<file path="src/design/bqt_pkg.sv">
// Shared types, codes and helpers of the best-quality track table.
package bqt_pkg;

    localparam int TABLE_SLOTS_DEFAULT = 64;

    localparam int ID_W    = 64;
    localparam int QUAL_W  = 16;
    localparam int AGE_W   = 11;
    localparam int LIMIT_W = 10;
    localparam int SLOT_W  = 6;
    localparam int COUNT_W = 7;
    localparam int CFG_IDX_W = 2;

    localparam logic [QUAL_W-1:0]  THRESHOLD_RESET  = 16'd62259;
    localparam logic [LIMIT_W-1:0] MISS_LIMIT_RESET = 10'd100;
    localparam logic [AGE_W-1:0]   AGE_MAX          = 11'd2047;
    localparam logic [COUNT_W-1:0] COUNT_MAX        = 7'd127;

    // Operation codes.
    localparam logic [1:0] OP_FRAME_START = 2'd0;
    localparam logic [1:0] OP_DETECT      = 2'd1;
    localparam logic [1:0] OP_FRAME_END   = 2'd2;
    localparam logic [1:0] OP_UNUSED      = 2'd3;

    // Status codes.
    localparam logic [1:0] STATUS_DONE     = 2'd0;
    localparam logic [1:0] STATUS_FULL     = 2'd1;
    localparam logic [1:0] STATUS_UNSTABLE = 2'd2;
    localparam logic [1:0] STATUS_NONE     = 2'd3;

    // Configuration register indexes.
    localparam logic [CFG_IDX_W-1:0] CFG_QUALITY_THRESHOLD = 2'd0;
    localparam logic [CFG_IDX_W-1:0] CFG_MISS_LIMIT        = 2'd1;

    typedef struct packed {
        logic              alive;
        logic [ID_W-1:0]   track_id;
        logic [QUAL_W-1:0] best_quality;
        logic [AGE_W-1:0]  miss_age;
    } slot_entry_t;

    // Verdict of the slot unit on one table entry.
    typedef struct packed {
        logic write_back;
        logic hit;
        logic free;
        logic expire;
    } slot_eval_t;

    function automatic logic [COUNT_W-1:0] sat_count(input logic [31:0] value);
        logic [COUNT_W-1:0] result;
        if (value > 32'(COUNT_MAX)) begin
            result = COUNT_MAX;
        end else begin
            result = COUNT_W'(value);
        end
        return result;
    endfunction

endpackage

</file>
<file path="src/design/bqt_slot_unit.sv">
// Shared slot unit: judges and updates one table entry per cycle of a scan.
module bqt_slot_unit (
    input  logic [1:0]                   operation,
    input  logic [bqt_pkg::ID_W-1:0]     track_id,
    input  logic [bqt_pkg::LIMIT_W-1:0]  miss_limit,
    input  bqt_pkg::slot_entry_t         entry,
    output bqt_pkg::slot_entry_t         new_entry,
    output bqt_pkg::slot_eval_t          eval
);
    import bqt_pkg::*;

    always_comb
    begin
        new_entry = entry;
        eval      = '0;
        unique case (operation)
            OP_FRAME_START:
            begin
                if (entry.alive && (entry.miss_age < AGE_MAX))
                begin
                    new_entry.miss_age = entry.miss_age + AGE_W'(1);
                    eval.write_back    = 1'b1;
                end
            end
            OP_DETECT:
            begin
                eval.hit  = entry.alive && (entry.track_id == track_id);
                eval.free = !entry.alive;
            end
            OP_FRAME_END:
            begin
                // Age is compared against the zero-extended limit.
                if (entry.alive && (entry.miss_age > AGE_W'(miss_limit)))
                begin
                    new_entry       = '0;
                    eval.write_back = 1'b1;
                    eval.expire     = 1'b1;
                end
            end
            default:
            begin
                new_entry = entry;
            end
        endcase
    end

endmodule

</file>
<file path="config.mk">
export PLATFORM = sky130hd
export DESIGN_NAME = bqt_slot_unit
export DESIGN_NICKNAME = d
export VERILOG_FILES = /design/src/design/bqt_pkg.sv /design/src/design/bqt_slot_unit.sv
export SDC_FILE = /design/constraint.sdc
export NUM_CORES = 1
export LEC_CHECK = 0
export ABC_CLOCK_PERIOD_IN_PS = 2600
export BUFFER_PORTS_ARGS = -buffer_cell sky130_fd_sc_hd__buf_2
export CAP_MARGIN = 5
export CORE_AREA = 5 5 100 102
export DETAILED_ROUTE_END_ITERATION = 10
export DIE_AREA = 0 0 105 107
export GPL_TIMING_DRIVEN = 0
export PLACE_DENSITY = 0.64
export SLEW_MARGIN = 20
export SYNTH_ARGS = -nofsm -noshare
export SYNTH_HDL_FRONTEND = slang
export SYNTH_SLANG_ARGS = --single-unit
</file>
<file path="constraint.sdc">
create_clock -name vclk -period 2.6
set_input_delay 0.52 -clock vclk [all_inputs]
set_output_delay 0.52 -clock vclk [all_outputs]
set_load 0.03 [all_outputs]
</file>
; ---- Word level (Yosys, flattened, before mapping)
; Index checks and enable logic that the tools add are counted.
[word_totals]
reg_bits = 0
inputBits = 168
out_inout_bits = 96
word_cells = 20
[classes]
n_addsub = 1
order_cmp = 2
n_eq_ne = 3
mux = 9
reduce_logical = 5
[ops]
columns = op, count
row1 = 2-to-1 mux 92 bit, 1
row2 = 2-to-1 mux 81 bit, 1
row3 = == test 64 bit, 1
row4 = case mux 11 bit (2 select lines), 1
row5 = "adder 11 x 1 -> 11 bit, second input constant", 1
row6 = greater-than comparator 11 x 10 -> 1 bit, 1
row7 = "< comparator 11 bit, second input constant", 1
row8 = 2-to-1 mux 11 bit, 1
row9 = logical AND 1 bit, 3
row10 = 2-to-1 mux 1 bit, 3
row11 = "== test 2 x 1 -> 1 bit, second input constant", 1
row12 = "== test 2 bit, second input constant", 1
row13 = zero test 2 bit, 1
row14 = 2-to-1 mux 2 bit, 1
row15 = case mux 1 bit (2 select lines), 1
row16 = zero test 1 bit, 1

; ---- Logic depth before layout (Yosys ltp)
[logic_depth]
depth_word = 4
mapped_depth = 9
mapped_depth_nobuf = 8

; ---- Worst setup path after synthesis
; No wires, ideal clock.
[synth_timing]
kind = input port to output port
from = input port miss_limit[8] in the netlist's numbering
to = output port new_entry[2] in the netlist's numbering
arrival_time_ns = 2.413
required_time_ns = 2.080
slack_ns = -0.333
path_stages = 9
path_buffers = 1
path_cell_list = inv_1 -> ha_1 -> a21oi_1 -> o21ai_1 -> nor4_2 -> or3_1 -> buf_6 -> inv_2 -> o21bai_1
[synth_rtl]
columns = element, line_no
row1 = start: declaration, bqt_slot_unit.sv:5  ; input logic [bqt_pkg::LIMIT_W-1:0] miss_limit,
row2 = end: declaration, bqt_slot_unit.sv:7  ; output bqt_pkg::slot_entry_t new_entry,

==> flow_summary.yaml <==
status:
  outcome: "finished with violations"
  violations: "setup timing"
yosys:
  syn_avg_cell_area_um2: 7.151
  synth_compound_area_frac: 0.07410
  synth_top_family_by_area: "simple AND/OR/NAND/NOR gates"
  synth_warnings: 0
  syn_area_um2: 2009
  ys_types: 41
  syn-num-nets: 460
  syn_inst: 281
  yosys.area_share.adder: 0.06849
  synth-seq-area-share: 0
  synthMuxAreaShare: 0.004981
  synth_simple_gate_area_share: 0.4776
  synth_xor_area_frac: 0.2920
sta:
  relSlewSlack: 0.6747
  rsz0062_at_grt: "yes"
  hold_viol: 0
  setup_viol: 90
  period_share: 1.103
  period_needed_ps: 2869
  tightest_slew_ps: 483.5
  fin_ws_ps: -269.1
  finalSetupTns_ps: -20060
  drv_slew: 0
  fmax_mhz: 348.5
final_layout:
  finish.instance_area_um2: 4722
  num-nets-final: 736
  regArea_um2: 0
  mostFrequentLayoutCells: "169 x buf_2, 86 x buf_6, 66 x and2_4"
  drive_gt1_frac: 0.7243
  nFlopsAndLatches: 0
  multi_input_area_um2: 2273
  fillerInstances: 854
  utilization: 0.5234
  area_delta_synth_final_pct: 135.0
  num-clock-buffers: 0
  layout_commonest_cell: "buf_2"
  layout.cells.non_filler: 668
drt:
  drt_pre_antenna_iters: 4
  wl_per_cell_um: 19.66
  drc: 0
  vias_per_cell: 4.740
  wl_mm: 13.13
  vias: 3166
  postRouteAntennaNets: 0
  drt_iter0_markers: 106
placed_design:
  port_buffers: 264
  hpwlAfterDp_mm: 10.34
  placedCellCount: 656
  gp_congestion: 0.9102
  placed_area_um2: 3628
  pre_cts_slack_ps: -401.9
grt:
  antenna_found_initial: 4
  grt_first_pass_wirelength_mm: 17.84
  grt_pass1_vias: 3226
  grt_max_degree: 11
  track_usage: 0.1966
  gr-total-overflow: 0
worst_setup_path:
  cp.required_ps: 2080
  critPathTopFamily: "simple AND/OR/NAND/NOR gates"
  cp.arrival_ps: 2350
  critical_path.slowest_cell: "or3_4"
  cp_max_fo: 10
  max_stage_delay_ps: 420
  crit_type: "in -> out"
  end_kind: "output port"
  critical_path.cell_chain: "buf_8, ha_4, a21oi_4, o211ai_2, o31ai_4, or3_4, buf_12, buf_8, and2_2, buf_6"
  crit_path_start_kind: "primary input"
  worst_path_most_repeated_cell: "buf_8"
  crit_buf_inv: 4
floorplan:
  die_x_um: 105
  row_count: 35
  pin_count: 264
  start_util: 0.2227
  dieArea_um2: 11240
  die_y_um: 107
  core_area_um2: 9021
pwr:
  cellPowerDensity_nw_per_um2: 223.5
  ir_drop_mv: 0.08607
  p_leak_nw: 2.296
job:
  maxCapViolations: 0
worst_hold_path:
  hold_class: "in -> out"
[metal layers]
layer,wire length [µm],track usage,vias to the layer above
met4,180,0.02374,4
met5,27,0,-
met2,7411,0.3975,131
li1,-,-,1503
met1,4761,0.2173,1510
met3,751,0.03191,18
[synthesized netlist by cell type (all sizes together)]
cell type	instances	area [µm²]
o211a	1	10.01
xor2	28	245.2
a221oi	1	8.760
o21ai	5	25.02
nand3	5	30.03
or3b	1	8.760
and2	80	500.5
nand4b	1	23.77
a21oi	5	25.02
nand4	14	87.58
nor3b	1	7.510
nand2	8	30.03
buf	12	110.1
ha	11	137.6
nor4	15	121.4
or4	1	7.510
xnor2	39	341.6
inv	15	56.30
or3	1	6.260
o21bai	1	7.510
and2b	1	7.510
o31ai	2	15.01
o211ai	2	20.02
a211oi	1	7.510
nor2	13	48.80
a2111oi	1	8.760
nand2b	3	18.77
or2	1	6.260
nor3	6	40.04
a31oi	2	12.51
mux2i	1	10.01
nand3b	2	15.01
o311ai	1	8.760
[path summary, 6_finish.rpt]
check	from	endpoint	slack (ps)	cells after the start
setup / recovery	entry[8]	new_entry[46]	-270	10
hold / removal	entry[14]	new_entry[14]	1360	3
[area by class of cell]
class	instances	share of cell area
well taps	111	0.02941
inverters	15	0.01537
multi-input cells	254	0.4815
repair buffers	274	0.4377
plain buffers	12	0.03498
diodes	2	0.001060
[through the flow]
step            power, W  hold slack, ps
2_1_floorplan  0.0004755            1152
6_report        0.001055            1358
3_5_place_dp   0.0007860            1405
4_1_cts        0.0009225            1364
5_1_grt         0.001111            1364
3_3_place_gp   0.0007746            1403
[power by group]
group	switching, W	leakage [nW]	internal, W	total, W
Combinational	0.000529	2.30	0.000526	0.00106
Clock	0	0.0000127	0.000000000103	0.000000000103
Sequential	0	0	0	0
[timing repair]
item	CTS	global route
endpoints found under the hold margin	0	0
hold buffers	0	0
pin swaps	5	35
setup buffers	2	4
endpoints found under the setup margin	93	95
cloned	0	4
gates resized for setup	167	149
[cell families after synthesis]
group | count (synthesis)
AO/OA/AOI/OAI | 22
XOR/XNOR | 67
adder cells (fa/ha/maj) | 11
buffers and inverters | 27
multiplexers | 1
AND/OR/NAND/NOR | 153
(Power assumes the default switching activity.)
